<file path="src/rtl/bitvector_rw_lock_resolver_defines.svh">
// Assertion macros for the reader-writer lock resolver.
`ifndef BITVECTOR_RW_LOCK_RESOLVER_DEFINES_SVH
`define BITVECTOR_RW_LOCK_RESOLVER_DEFINES_SVH

`ifndef SYNTH

`define BVRW_ASSERT_IMP(lbl, clk, rst_n, ante, cons) \
    lbl: assert property (@(posedge clk) disable iff (!rst_n) (ante) |-> (cons)) \
        else $error("implication check failed");

`define BVRW_ASSERT_NXT(lbl, clk, rst_n, ante, cons) \
    lbl: assert property (@(posedge clk) disable iff (!rst_n) (ante) |=> (cons)) \
        else $error("next-cycle check failed");

`define BVRW_ASSERT_NEVER(lbl, clk, rst_n, expr) \
    lbl: assert property (@(posedge clk) disable iff (!rst_n) !(expr)) \
        else $error("forbidden condition seen");

`else

`define BVRW_ASSERT_IMP(lbl, clk, rst_n, ante, cons)

`define BVRW_ASSERT_NXT(lbl, clk, rst_n, ante, cons)

`define BVRW_ASSERT_NEVER(lbl, clk, rst_n, expr)

`endif

`endif

</file>
<file path="src/rtl/bvrw_pkg.sv">
// Types, codes and helper functions shared by the lock resolver modules.
package bvrw_pkg;

    localparam int OBJ_W   = 10;
    localparam int HALF_W  = 32;
    localparam int WORD_W  = 64;
    localparam int POS_W   = 5;
    localparam int CNT_W   = 6;
    localparam logic [CNT_W-1:0] MAX_GRANTS = 6'd32;

    localparam logic [1:0] FUNC_LOCK   = 2'd0;
    localparam logic [1:0] FUNC_UNLOCK = 2'd1;
    localparam logic [1:0] FUNC_REREAD = 2'd2;

    localparam logic [2:0] KIND_LOCK_OK   = 3'd0;
    localparam logic [2:0] KIND_QUEUED    = 3'd1;
    localparam logic [2:0] KIND_QUEUE_OK  = 3'd2;
    localparam logic [2:0] KIND_UNLOCK_OK = 3'd3;
    localparam logic [2:0] KIND_GRANT     = 3'd4;

    localparam logic [1:0] CFG_OWNER_BIT = 2'd0;
    localparam logic [1:0] CFG_OWNER_ID  = 2'd1;
    localparam logic [1:0] CFG_MGR_ID    = 2'd2;

    typedef struct packed {
        logic [1:0]        func;
        logic [OBJ_W-1:0]  obj_idx;
        logic              lk_type;
        logic [WORD_W-1:0] lock_word;
        logic [3:0]        rel_node;
        logic [31:0]       seq_no;
        logic [31:0]       user_id;
        logic [15:0]       cont_cnt;
        logic              undo;
    } t_in_item;

    typedef struct packed {
        logic [2:0]       kind;
        logic [31:0]      res_seq_no;
        logic [31:0]      res_user_id;
        logic [OBJ_W-1:0] res_obj_idx;
        logic             res_lk_type;
        logic [15:0]      res_contention;
        logic [3:0]       grant_node;
        logic [7:0]       res_owner_id;
        logic [7:0]       res_mgr_id;
        logic             last;
    } t_out_item;

    typedef struct packed {
        logic             grant_vld;
        logic             done;
        logic             gtype;
        logic [POS_W-1:0] node;
    } t_scan_stat;

    typedef enum logic [2:0] {
        ST_CLEAR,
        ST_IDLE,
        ST_ADDR,
        ST_RMW,
        ST_GRANT
    } t_state;

    function automatic logic [WORD_W-1:0] swap_bytes(input logic [WORD_W-1:0] v);
        logic [WORD_W-1:0] r;
        r = '0;
        for (int i = 0; i < 8; i++) begin
            r[8*i +: 8] = v[8*(7-i) +: 8];
        end
        return r;
    endfunction

    function automatic t_out_item make_result(
        input logic [2:0]       kind,
        input logic [31:0]      seq,
        input logic [31:0]      user,
        input logic [OBJ_W-1:0] obj,
        input logic             ltype,
        input logic [15:0]      cont,
        input logic [3:0]       node,
        input logic [7:0]       own,
        input logic [7:0]       mgr,
        input logic             last
    );
        t_out_item r;
        r.kind           = kind;
        r.res_seq_no     = seq;
        r.res_user_id    = user;
        r.res_obj_idx    = obj;
        r.res_lk_type    = ltype;
        r.res_contention = cont;
        r.grant_node     = node;
        r.res_owner_id   = own;
        r.res_mgr_id     = mgr;
        r.last           = last;
        return r;
    endfunction

endpackage

</file>
<file path="src/rtl/bvrw_slot.sv">
// Object index to table slot reduction (index modulo table depth).
module bvrw_slot #(
    parameter  int OBJECTS = 1024,
    localparam int SLOT_W  = (OBJECTS > 1) ? $clog2(OBJECTS) : 1
) (
    input  logic                       i_clk,
    input  logic                       i_load,
    input  logic [bvrw_pkg::OBJ_W-1:0] i_obj,
    output logic [SLOT_W-1:0]          o_slot
);
    import bvrw_pkg::*;

    localparam int RSH    = 20;
    localparam int RCP_W  = RSH + 1;
    localparam int PROD_W = RCP_W + OBJ_W;
    localparam int QD_W   = OBJ_W + 17;
    localparam logic [RCP_W-1:0] RECIP = RCP_W'((64'd1 << RSH) / OBJECTS);

    logic [OBJ_W-1:0]  r_obj;
    logic [OBJ_W-1:0]  r_q;
    logic [PROD_W-1:0] w_prod;
    logic [QD_W-1:0]   w_qd;
    logic [QD_W-1:0]   w_diff;
    logic [OBJ_W-1:0]  w_r;
    logic [OBJ_W-1:0]  w_fix;

    // quotient estimate, low by at most one
    assign w_prod = PROD_W'(i_obj) * PROD_W'(RECIP);

    always_ff @(posedge i_clk) begin
        if (i_load) begin
            r_obj <= i_obj;
            r_q   <= w_prod[RSH +: OBJ_W];
        end
    end

    assign w_qd   = QD_W'(r_q) * QD_W'(OBJECTS);
    assign w_diff = QD_W'(r_obj) - w_qd;
    assign w_r    = w_diff[OBJ_W-1:0];
    assign w_fix  = (17'(w_r) >= 17'(OBJECTS)) ? (w_r - OBJ_W'(OBJECTS)) : w_r;
    assign o_slot = SLOT_W'(w_fix);

endmodule

</file>
<file path="config.mk">
export PLATFORM = sky130hd
export DESIGN_NAME = bvrw_slot
export DESIGN_NICKNAME = d
export VERILOG_FILES = /design/src/rtl/bitvector_rw_lock_resolver_defines.svh /design/src/rtl/bvrw_pkg.sv /design/src/rtl/bvrw_slot.sv
export SDC_FILE = /design/constraint.sdc
export NUM_CORES = 1
export LEC_CHECK = 0
export ABC_CLOCK_PERIOD_IN_PS = 800
export BUFFER_PORTS_ARGS = -buffer_cell sky130_fd_sc_hd__buf_2
export CAP_MARGIN = 40
export CORE_AREA = 4 4 41 43
export DETAILED_ROUTE_END_ITERATION = 7
export DIE_AREA = 0 0 45 47
export PLACE_DENSITY = 0.59
export SYNTH_ARGS = -nofsm -noshare
export SYNTH_HDL_FRONTEND = slang
export SYNTH_SLANG_ARGS = --single-unit
export TNS_END_PERCENT = 10
</file>
<file path="constraint.sdc">
create_clock -name i_clk -period 0.8 [get_ports i_clk]
set_input_delay 0.08 -clock i_clk [delete_from_list [all_inputs] [get_ports i_clk]]
set_output_delay 0.08 -clock i_clk [all_outputs]
set_load 0.01 [all_outputs]
</file>
==> metrics <==
H-tree levels=1; Yosys reg bits=10; Ports=22; final instance area=541 µm²; syn_area_per_cell=30.0 µm²; Top reg by flops=r_obj; largest net degree at the start of global routing=11; fin crit period=0.866 ns; Worst Hold Class=primary input to flip-flop; Setup crit end kind=primary output; fin. max-slew vios=0; Starting Density=23.1%; area grow syn2layout=80.0%; wl on met1=196 µm; number of global-route vias before repair=228; drt pass-1 iters=2; final setup vio count=10; multi-input combinational cell area=0 µm²; crit share post-route=108%; Clock Power Share=31.0%; RSZ-0062 raised after global routing=true; CTS tree=done; Largest regs=r_obj x10; slowest CP cell=edfxtp_1; Placer Congestion=0.575; Hold Path Cell Cnt=1; top cells by count, synth=edfxtp_1; Unique masters post-synth=1; leading area contributor after synthesis=edfxtp_1; Rows=13; clk sink count=10; Final #Nets=57; top-count cell post-synth=edfxtp_1; ANT nets after route=0; maxcap violations=0; WP buf/inv=1; total negative slack=-0.383 ns; Post-CTS Setup Bufs=0; synth top area cells=edfxtp_1; CP delay by family, top=flip-flops; Internal=875 µW; achievable frequency=1.15 GHz; dpl cells=46; Post-synth top flop=edfxtp_1; Syn Nets=22; Reg clk slew, reported paths=0.07 ns; worst hold start=i_obj[0]; chip height=47 µm; PwrDens=2040 mW/mm²; WL met3=54 µm; CP max stage delay=0.38 ns; die area=0.00212 mm²; Final Util=41.5%; fillers=126; DR iter-0 viols=1; post-CTS sizing=0; via count=219; fin cells=59; Comb pwr share=11.7%; Worst Hold End=r_obj[0]; diodes inserted=0; number of synthesized flops with an enable pin=10; cts bufs inserted=3; status=finished with violations; Slew headroom=85.3%; Hold Slack=0.00848 ns; Worst IR Drop VDD=960 µV; Max clock buf depth=2; max FFs per register=10; sequential area share after synthesis=100%; Mapped Area=300 µm²; CTS root buffer=clkbuf_4; Storage cell area=300 µm²; WS Path Type=flip-flop to primary output; PortBufs=21; NetSw=227 µW; layout cell share with drive strength beyond 1=54.5%; failing checks=negative setup slack; Syn. warnings=0; first-pass GRT wire length=993 µm; count of final hold-check violations=0; CP Cell Sequence=buf_2; routed vias/inst=3.71; initial antenna violation count=0; Crit Path Max Fanout=1; Routed WL per cell=11.8 µm; GR Util All Layers=7.48%; post-synth top area share=100%; worst slew pin tran=0.220 ns; dpl cell area=424 µm²; Routed Wire Length=697 µm; CP arrival=0.79 ns; multi-input gates=0; GR Overflow Total=0; CP required=0.72 ns; Highest Signal Layer=met3; asr flop ratio synth=0%; Mapped Cells=10; Core Area=0.00130 mm²; Worst setup SP type=flip-flop; sequential power share=57.3%; Leak=0.000233 µW; drt drc=0; overall die width=45 µm; PnR worst setup slack=-0.0662 ns; met2 wire len=445 µm; Switching Share=20.6%
-- final cells by class --
class	count	area share, %
Sequential cell	10	55.6
Clock inverter	1	0.694
Timing Repair Buffer	30	36.1
Tap cell	15	3.47
Clock buffer	3	4.17
-- placed cells by master (no fill, tap or decap) --
master,netlist,routed
clkinv_1,0,1
dlygate4sd3_1,0,9
buf_2,0,21
clkbuf_4,0,3
edfxtp_1,10,10
-- how the worst max path moves through the flow --
stage | start | to | slack [ns] | cells past startpoint
2_1_floorplan | r_obj[0] | o_slot[0] | 0.33 | 0
3_3_place_gp | i_load | r_obj[1] | 0.20 | 1
3_5_place_dp | i_load | r_obj[2] | 0.18 | 1
4_1_cts | r_obj[8] | o_slot[8] | -0.09 | 1
5_1_grt | r_obj[6] | o_slot[6] | -0.09 | 1
6_report | r_obj[8] | o_slot[8] | -0.07 | 1
-- cells by family (layout without fill, tap and decap cells) --
| group | after synthesis | after routing | synth area share, % |
|---|---|---|---|
| buffers and inverters | 0 | 34 | 0 |
| DFF | 10 | 10 | 100 |
-- per-stage QoR --
step	setup slack (ns)	total power, µW
floorplan	0.326	668
global placement	0.195	734
detailed placement	0.175	742
CTS	-0.0852	1110
global route	-0.0893	1140
finish	-0.0662	1100
-- power groups by stage --
stage / clock network [µW] / logic (µW) / registers (µW)
detailed placement: 0 / 98.1 / 644
floorplan: 0 / 0 / 668
global route: 367 / 141 / 635
global placement: 0 / 94.1 / 640
finish: 341 / 129 / 631
CTS: 350 / 128 / 632
-- what timing repair did --
item                                    in CTS  in global routing
hold endpoints to repair                     8                  1
endpoints found under the setup margin      10                 10
hold buffers                                 8                  1
-- per-layer routing --
layer / track usage [%] / up-vias
li1: - / 107
met1: 5.52 / 105
met2: 14.4 / 7
met3: 2.68 / 0
met4: 7.02 / 0
met5: 0 / -
Power figures use the tool's default switching activity.
