==> config.mk <==
export PLATFORM = sky130hd
export DESIGN_NAME = bvrw_scan
export DESIGN_NICKNAME = d
export VERILOG_FILES = /design/src/rtl/bvrw_pkg.sv /design/src/rtl/bvrw_scan.sv
export VERILOG_INCLUDE_DIRS = /design/src /design/src/rtl
export SDC_FILE = /design/constraint.sdc
export NUM_CORES = 1
export LEC_CHECK = 0
export ABC_AREA = 1
export BUFFER_PORTS_ARGS = -buffer_cell sky130_fd_sc_hd__buf_2
export CAP_MARGIN = 10
export CORE_ASPECT_RATIO = 2
export CORE_MARGIN = 2
export CORE_UTILIZATION = 35
export DETAILED_ROUTE_END_ITERATION = 10
export GPL_ROUTABILITY_DRIVEN = 0
export PLACE_DENSITY_LB_ADDON = 0.1
export SYNTH_ARGS = -nofsm -noshare
export SYNTH_HDL_FRONTEND = slang
export SYNTH_SLANG_ARGS = --single-unit
==> constraint.sdc <==
create_clock -name i_clk -period 2.9 [get_ports i_clk]
set_input_delay 0.145 -clock i_clk [delete_from_list [all_inputs] [get_ports i_clk]]
set_output_delay 0.145 -clock i_clk [all_outputs]
set_load 0.02 [all_outputs]
==> src/rtl/bitvector_rw_lock_resolver_defines.svh <==
// Assertion macros for the reader-writer lock resolver.
`ifndef BITVECTOR_RW_LOCK_RESOLVER_DEFINES_SVH
`define BITVECTOR_RW_LOCK_RESOLVER_DEFINES_SVH

`ifndef SYNTH

`define BVRW_ASSERT_IMP(lbl, clk, rst_n, ante, cons) \
    lbl: assert property (@(posedge clk) disable iff (!rst_n) (ante) |-> (cons)) \
        else $error("implication check failed");

`define BVRW_ASSERT_NXT(lbl, clk, rst_n, ante, cons) \
    lbl: assert property (@(posedge clk) disable iff (!rst_n) (ante) |=> (cons)) \
        else $error("next-cycle check failed");

`define BVRW_ASSERT_NEVER(lbl, clk, rst_n, expr) \
    lbl: assert property (@(posedge clk) disable iff (!rst_n) !(expr)) \
        else $error("forbidden condition seen");

`else

`define BVRW_ASSERT_IMP(lbl, clk, rst_n, ante, cons)

`define BVRW_ASSERT_NXT(lbl, clk, rst_n, ante, cons)

`define BVRW_ASSERT_NEVER(lbl, clk, rst_n, expr)

`endif

`endif

==> src/rtl/bvrw_pkg.sv <==
// Types, codes and helper functions shared by the lock resolver modules.
package bvrw_pkg;

    localparam int OBJ_W   = 10;
    localparam int HALF_W  = 32;
    localparam int WORD_W  = 64;
    localparam int POS_W   = 5;
    localparam int CNT_W   = 6;
    localparam logic [CNT_W-1:0] MAX_GRANTS = 6'd32;

    localparam logic [1:0] FUNC_LOCK   = 2'd0;
    localparam logic [1:0] FUNC_UNLOCK = 2'd1;
    localparam logic [1:0] FUNC_REREAD = 2'd2;

    localparam logic [2:0] KIND_LOCK_OK   = 3'd0;
    localparam logic [2:0] KIND_QUEUED    = 3'd1;
    localparam logic [2:0] KIND_QUEUE_OK  = 3'd2;
    localparam logic [2:0] KIND_UNLOCK_OK = 3'd3;
    localparam logic [2:0] KIND_GRANT     = 3'd4;

    localparam logic [1:0] CFG_OWNER_BIT = 2'd0;
    localparam logic [1:0] CFG_OWNER_ID  = 2'd1;
    localparam logic [1:0] CFG_MGR_ID    = 2'd2;

    typedef struct packed {
        logic [1:0]        func;
        logic [OBJ_W-1:0]  obj_idx;
        logic              lk_type;
        logic [WORD_W-1:0] lock_word;
        logic [3:0]        rel_node;
        logic [31:0]       seq_no;
        logic [31:0]       user_id;
        logic [15:0]       cont_cnt;
        logic              undo;
    } t_in_item;

    typedef struct packed {
        logic [2:0]       kind;
        logic [31:0]      res_seq_no;
        logic [31:0]      res_user_id;
        logic [OBJ_W-1:0] res_obj_idx;
        logic             res_lk_type;
        logic [15:0]      res_contention;
        logic [3:0]       grant_node;
        logic [7:0]       res_owner_id;
        logic [7:0]       res_mgr_id;
        logic             last;
    } t_out_item;

    typedef struct packed {
        logic             grant_vld;
        logic             done;
        logic             gtype;
        logic [POS_W-1:0] node;
    } t_scan_stat;

    typedef enum logic [2:0] {
        ST_CLEAR,
        ST_IDLE,
        ST_ADDR,
        ST_RMW,
        ST_GRANT
    } t_state;

    function automatic logic [WORD_W-1:0] swap_bytes(input logic [WORD_W-1:0] v);
        logic [WORD_W-1:0] r;
        r = '0;
        for (int i = 0; i < 8; i++) begin
            r[8*i +: 8] = v[8*(7-i) +: 8];
        end
        return r;
    endfunction

    function automatic t_out_item make_result(
        input logic [2:0]       kind,
        input logic [31:0]      seq,
        input logic [31:0]      user,
        input logic [OBJ_W-1:0] obj,
        input logic             ltype,
        input logic [15:0]      cont,
        input logic [3:0]       node,
        input logic [7:0]       own,
        input logic [7:0]       mgr,
        input logic             last
    );
        t_out_item r;
        r.kind           = kind;
        r.res_seq_no     = seq;
        r.res_user_id    = user;
        r.res_obj_idx    = obj;
        r.res_lk_type    = ltype;
        r.res_contention = cont;
        r.grant_node     = node;
        r.res_owner_id   = own;
        r.res_mgr_id     = mgr;
        r.last           = last;
        return r;
    endfunction

endpackage

==> src/rtl/bvrw_scan.sv <==
// Grant sequencer: walks waiting node bits, one grant per transfer.
`include "bitvector_rw_lock_resolver_defines.svh"

module bvrw_scan #(
    parameter int NODES = 16
) (
    input  logic                        i_clk,
    input  logic                        i_rst_n,
    input  logic                        i_start,
    input  logic                        i_type,
    input  logic [bvrw_pkg::HALF_W-1:0] i_sh_bits,
    input  logic [bvrw_pkg::HALF_W-1:0] i_ex_bits,
    input  logic                        i_step,
    output bvrw_pkg::t_scan_stat        o_stat
);
    import bvrw_pkg::*;

    logic [NODES-1:0] r_mask, n_mask;
    logic [NODES-1:0] r_next, n_next;
    logic             r_two, n_two;
    logic             r_gtype, n_gtype;
    logic [CNT_W-1:0] r_cnt, n_cnt;
    logic [POS_W-1:0] w_pos;
    logic             w_done;

    always_comb begin
        w_pos = '0;
        for (int i = NODES - 1; i >= 0; i--) begin
            if (r_mask[i]) begin
                w_pos = POS_W'(i);
            end
        end
    end

    assign w_done = (r_cnt == MAX_GRANTS) || ((r_mask == '0) && !r_two);

    assign o_stat.grant_vld = !w_done && (r_mask != '0);
    assign o_stat.done      = w_done;
    assign o_stat.gtype     = r_gtype;
    assign o_stat.node      = w_pos;

    always_comb begin
        n_mask  = r_mask;
        n_next  = r_next;
        n_two   = r_two;
        n_gtype = r_gtype;
        n_cnt   = r_cnt;
        priority if (i_start) begin
            // exclusive unlock: shared waiters first, then exclusive
            n_mask  = i_type ? i_sh_bits[NODES-1:0] : i_ex_bits[NODES-1:0];
            n_next  = i_ex_bits[NODES-1:0];
            n_two   = i_type;
            n_gtype = ~i_type;
            n_cnt   = '0;
        end else if ((r_mask == '0) && r_two) begin
            n_mask  = r_next;
            n_two   = 1'b0;
            n_gtype = 1'b1;
        end else if (i_step) begin
            n_mask = r_mask & (r_mask - NODES'(1));
            n_cnt  = r_cnt + CNT_W'(1);
        end
    end

    always_ff @(posedge i_clk) begin
        if (!i_rst_n) begin
            r_mask  <= '0;
            r_two   <= 1'b0;
            r_gtype <= 1'b0;
            r_cnt   <= '0;
        end else begin
            r_mask  <= n_mask;
            r_two   <= n_two;
            r_gtype <= n_gtype;
            r_cnt   <= n_cnt;
        end
    end

    always_ff @(posedge i_clk) begin
        r_next <= n_next;
    end

    `BVRW_ASSERT_IMP(a_step_on_grant, i_clk, i_rst_n, i_step && !i_start, o_stat.grant_vld)
    `BVRW_ASSERT_NEVER(a_cnt_cap, i_clk, i_rst_n, r_cnt > MAX_GRANTS)
    `BVRW_ASSERT_NXT(a_start_clears, i_clk, i_rst_n, i_start, r_cnt == '0)

endmodule

==> results of run 1 <==
cell usage in the layout (no fill, tap or decap), drive strengths merged:
master  Yosys  routed
dfxtp      24      24
o21ai      15      15
buf         7      44
inv        38      38
a211oi      1       1
o211ai      7       7
a21oi      21      21
ha          2       2
clkinv      2       2
nor3        5       5
o32ai       1       1
nand3      21      21
edfxtp     16      16
o311ai      1       1
clkbuf      6       8
a31oi      21      21
nand2      56      56
conb        1       1
nor4        1       1
nor2       35      35
how the worst max path moves through the flow:
stage / from / endpoint / slack [ps] / cells past startpoint
after floorplan: r_mask[6] / r_mask[12] / 1460 / 12
after global placement: r_mask[4] / r_mask[12] / 1040 / 12
after detailed placement: r_mask[4] / r_mask[12] / 1020 / 12
after CTS: r_mask[15] / o_stat[0] / 980 / 15
after global routing: r_mask[15] / o_stat[0] / 830 / 15
final: r_mask[15] / o_stat[0] / 1030 / 15
cell type report:
type                    count  share of cell area
well taps                  63              0.0310
flip-flops and latches     40               0.378
multi-input cells         188               0.387
inverters                  40              0.0595
clock buffers               8              0.0576
repair buffers             44              0.0876
stage by stage:
| step | setup WS [ps] | util |
|---|---|---|
| floorplan | 1460 | - |
| global placement | 1040 | 0.399 |
| detailed placement | 1020 | 0.399 |
| CTS | 977 | 0.424 |
| global route | 826 | 0.424 |
| finish | 1030 | 0.424 |
where the power goes:
part / switching, uW / internal, uW
sequential: 22.0 / 624
clock: 214 / 343
combinational: 161 / 86.8
state kept, by name, indices dropped and copies added (netlist names):
name / count
r_gtype: 1
r_mask: 16
r_two: 1
r_cnt: 6
r_next: 16
metal layers:
metal | part of all wire | track usage | wire [um] | vias to the layer above
met1 | 0.39 | 0.180 | 2030 | 845
met5 | 0 | 0 | 0 | -
met4 | 0.019 | 0.0622 | 96 | 0
met2 | 0.56 | 0.312 | 2870 | 34
li1 | - | - | - | 1021
met3 | 0.031 | 0.0324 | 159 | 7
kinds of logic after synthesis:
family / after synthesis / synth area share
other cells: 1 / 0.00173
compound gates: 67 / 0.179
fa+ha+maj: 2 / 0.0115
buf+inv: 53 / 0.105
flops: 40 / 0.442
simple gates: 118 / 0.260
critical path, stage by stage (launching register included):
cell and delay (ps):
dfxtp_1 370, nand2_1 70, nand2_1 50, nand2_1 50
nand2_1 60, nand2_1 50, nand2_1 50, nand2_1 40
nand2_1 50, nand2_1 70, nand2_1 60, nand2_1 50
nand2_1 60, nand2_1 50, a21oi_1 170, buf_2 200
==> summary.txt, run 1 <==
Asr flop ratio synth = 0
Post-route insts no fill = 383
Gate count after technology mapping = 281
Initial Util = 0.362
Clock slew at reported path FFs = 60 ps
Clk buf depth = 2
Cell Rows = 40
Fin Hold WS = 47.1 ps
Post-CTS setup buffers = 0
RR Endpoint = r_mask[12]
GRT Overall Usage = 0.168
Synth cell types = 31
Final Cell Area = 2540 um^2
Final nets = 390
Post_cts resized = 0
Core area = 6010 um^2
Global-route wire length before repair = 8820 um
Worst-Skew Late Latency = 280 ps
Worst-path fanout max = 4
Antenna Nets Post-Route = 0
Top cells by count, synth = nand2_1, inv_1, nor2_1
CTS sink cnt = 40
Worst setup path category = reg -> out
FF-to-FF Start = r_mask[4]
Placed cell count = 375
Number of synthesized flops with an enable pin = 16
Final setup vio count = 0
DP Area = 2400 um^2
CTS buffer count = 5
Clock skew = 4.36 ps
Type of origin of the critical path = register
Worst hold stages = 1
Final wirelength = 5150 um
Synth Cell Area = 2170 um^2
IO buf count = 43
Final Max Slew Viols = 0
Hold Path End = r_next[6]
Synthesized flop and latch total = 40
Die footprint = 6890 um^2
RSZ-0062 raised after global routing = false
Worst reg2reg setup slack = 1030 ps
Share of layout cells above drive strength 1 = 0.231
TritonCTS clock tree = built
Via-per-instance ratio = 4.98
Die W = 59.7 um
Critical path data required time = 2760 ps
Most common cell in the netlist = nand2_1
IO Pins = 77
Synth top area share = 0.221
Routed len/inst = 13.5 um
Maximum clock frequency = 534 MHz
Htree depth = 2
Worst VDD drop = 0.000411 V
TritonRoute pass-1 iters = 4
Period utilization = 0.646
Worst hold start = i_ex_bits[6]
Crit path DAT = 1730 ps
Overall power = 1450 uW
Max cap viols = 0
LEAKAGE = 0.00109 uW
Sequential Area = 961 um^2
Post-synth net total = 352
Synth Warn # = 0
Outcome = finished clean
CP endpoint kind = output pin
Clock period minus worst slack = 1870 ps
Worst r2r path cells = 12
Final hold violation count = 0
Hpwl dp = 3970 um
Largest net degree at the start of global routing = 34
Fillers = 658
Top_reg_cell synth = dfxtp_1
CTS root buf = clkbuf_16
Initial DRC Count = 49
Sequential area share after synthesis = 0.442
Hold Crit Class = in -> reg
Synth top area cells = dfxtp_1, edfxtp_1, nand2_1
Final TNS setup = 0 ps
Cts hold-fix bufs = 0
Ant diodes = 0
Vias in the first global route = 1958
# DRC = 0
Height of the die = 115 um
Post-synth top area cell = dfxtp_1
Initial antenna violation count = 0
Gr ovfl total = 0
Area Overhead vs Synth = 17.0%
Avg Cell Area, Syn = 7.73 um^2
DR vias = 1907
Area of the multi-input gates = 983 um^2
Pwr dens = 570 nW/um^2
No activity file was read; power rests on OpenSTA's default activity.
==> inputs of run 2 (changes only) <==
==> constraint.sdc (replaced) <==
create_clock -name i_clk -period 1.8 [get_ports i_clk]
set_input_delay 0.09 -clock i_clk [delete_from_list [all_inputs] [get_ports i_clk]]
set_output_delay 0.09 -clock i_clk [all_outputs]
set_load 0.02 [all_outputs]
==> summary.txt, run 2 (synthesis gave the netlist of run 1 again) <==
Outcome = finished clean
Htree depth = 2 (unchanged)
Clk buf depth = 2 (unchanged)
Die footprint = 6890 um^2 (unchanged)
TritonRoute pass-1 iters = 4 (unchanged)
CTS root buf = clkbuf_16
Core area = 6010 um^2 (unchanged)
DP Area = 2450 um^2 (+2.2%)
Clock skew = 2.88 ps (-1.47 ps)
Maximum clock frequency = 569 MHz
# DRC = 0 (unchanged)
Crit-path slowest cell = dfxtp_2
Final nets = 412 (+5.6%)
Hold Crit Class = in -> reg
Worst setup path category = reg -> out
Commonest non-fill, non-tap cell in the layout = nand2_1
Worst VDD drop = 0.000718 V (+75%)
Gr ovfl total = 0 (unchanged)
CP cell instances = inv_2, nand2_1, nand2_1, nand2_1, nand2_1, nand2_1, nand2_1, nand2_1, nand2_1, nand2_2, nand2_2, nand2_1, nand2_1, nand2_1, a21oi_2, buf_4
Initial antenna violation count = 0 (unchanged)
Period utilization = 0.976
Critical path's most frequent cell = nand2_1
Final Max Slew Viols = 0 (unchanged)
LEAKAGE = 0.00119 uW (+8.6%)
Global-route wire length before repair = 8770 um (-0.56%)
Pwr dens = 852 nW/um^2 (+50%)
Share of layout cells above drive strength 1 = 0.254 (+0.0231)
Via-per-instance ratio = 4.94 (-0.87%)
Area Overhead vs Synth = 26.6%
IO Pins = 77 (unchanged)
Final hold violation count = 0 (unchanged)
Worst-Skew Late Latency = 280 ps (about the same)
Critical path data required time = 1710 ps (-1050 ps)
Largest regs = r_mask (16), r_next (16), r_cnt (6)
Clock slew at reported path FFs = 60 ps (about the same)
Final Cell Area = 2750 um^2 (+8.2%)
CTS sink cnt = 40 (unchanged)
Type of origin of the critical path = register
Clock period minus worst slack = 1760 ps
Worst-path fanout max = 3 (-1)
CTS buffer count = 5 (unchanged)
IO buf count = 43 (unchanged)
Final wirelength = 5360 um (+4.0%)
Final TNS setup = 0 ps (unchanged)
Delay-heaviest family, CP = simple AND/OR/NAND/NOR gates
TritonCTS clock tree = built
Hpwl dp = 4120 um (+3.8%)
Height of the die = 115 um (unchanged)
Antenna Nets Post-Route = 0 (unchanged)
Cell Rows = 40 (unchanged)
Ant diodes = 0 (unchanged)
Initial Util = 0.362 (unchanged)
Routed len/inst = 13.2 um (-1.7%)
Post-CTS setup buffers = 0 (unchanged)
Largest net degree at the start of global routing = 34 (unchanged)
Crit path DAT = 1670 ps (-60 ps)
Max cap viols = 0 (unchanged)
Leading cell types in the layout, fill and taps excluded = nand2_1, buf_2, inv_1, nor2_1
RSZ-0062 raised after global routing = true
Sequential Area = 965 um^2 (+0.39%)
CP endpoint kind = output pin
Die W = 59.7 um (unchanged)
CP Buf/Inv Count = 2 (+1)
Fillers = 621 (-5.6%)
Vias in the first global route = 1941 (-0.87%)
Initial DRC Count = 39 (-20%)
CP max stage delay = 330 ps (-40 ps)
Area of the multi-input gates = 992 um^2 (+0.89%)
DR vias = 1999 (+4.8%)
Final setup vio count = 0 (unchanged)
GRT Overall Usage = 0.171 (+0.00260)
## run 2: changes by cell type in the layout (fill, tap and decap cells not counted), sizes merged
cell | previous run | this run
buf | 44 | 51
clkbuf | 8 | 7
clkinv | 2 | 3
dlygate4sd3 | 0 | 15
## run 2: area by class of cell
class                           count  share of cell area
Multi-Input combinational cell    188               0.361
Clock inverter                      1             0.00136
Sequential cell                    40               0.351
Inverter                           40              0.0550
Clock buffer                        7              0.0482
Tap cell                           63              0.0286
Timing Repair Buffer               66               0.156
## run 2: power by group
| group | switching [uW] | internal, uW |
|---|---|---|
| Clock | 342 | 510 |
| Sequential | 35.5 | 1010 |
| Combinational | 270 | 181 |
| Total | 648 | 1700 |
## run 2: final timing paths
kind / start / end / slack (ps) / depth (start not counted)
worst max-delay path: r_mask[14] / o_stat[0] / 40 / 16
worst min-delay path: i_ex_bits[9] / r_next[9] / 8 / 1
worst max register to register: r_mask[4] / r_mask[12] / 110 / 12
worst min register to register: r_mask[13] / r_mask[13] / 480 / 2
## run 2: metal layers
metal | part of all wire | global-route usage
met2 | 0.55 | 0.303
met5 | 0 | 0
met4 | 0.026 | 0.0741
met3 | 0.028 | 0.0424
met1 | 0.39 | 0.185
## run 2: through the flow
step / total power (uW) / worst slack, ps / utilization / cells / hold slack, ps
2_1_floorplan: 1330 / 358 / - / 281 / 189
3_3_place_gp: 1480 / 109 / 0.408 / 382 / 279
3_5_place_dp: 1480 / 109 / 0.408 / 382 / 280
4_1_cts: 2370 / 6.47 / 0.455 / 404 / 0.410
5_1_grt: 2470 / -147 / 0.458 / 405 / 1.37
6_report: 2340 / 43.1 / 0.458 / 405 / 7.71
## run 2: worst register-to-register path, stage by stage (launching register included)
cell and delay (ps):
dfxtp_1 320, nor2_1 170, inv_1 120, nor2_4 100, nand2_2 80, nor2_4 140, nand2_4 90, nand2_4 80
inv_2 90, nand2_4 130, o21ai_0 90, nand2_1 70, a31oi_1 60
## run 2: repair_timing
action | CTS | global route
resized for setup | 3 | 5
endpoints found under the setup margin | 1 | 6
hold buffers | 14 | 1
pin swaps | 0 | 6
hold endpoints to repair | 14 | 1
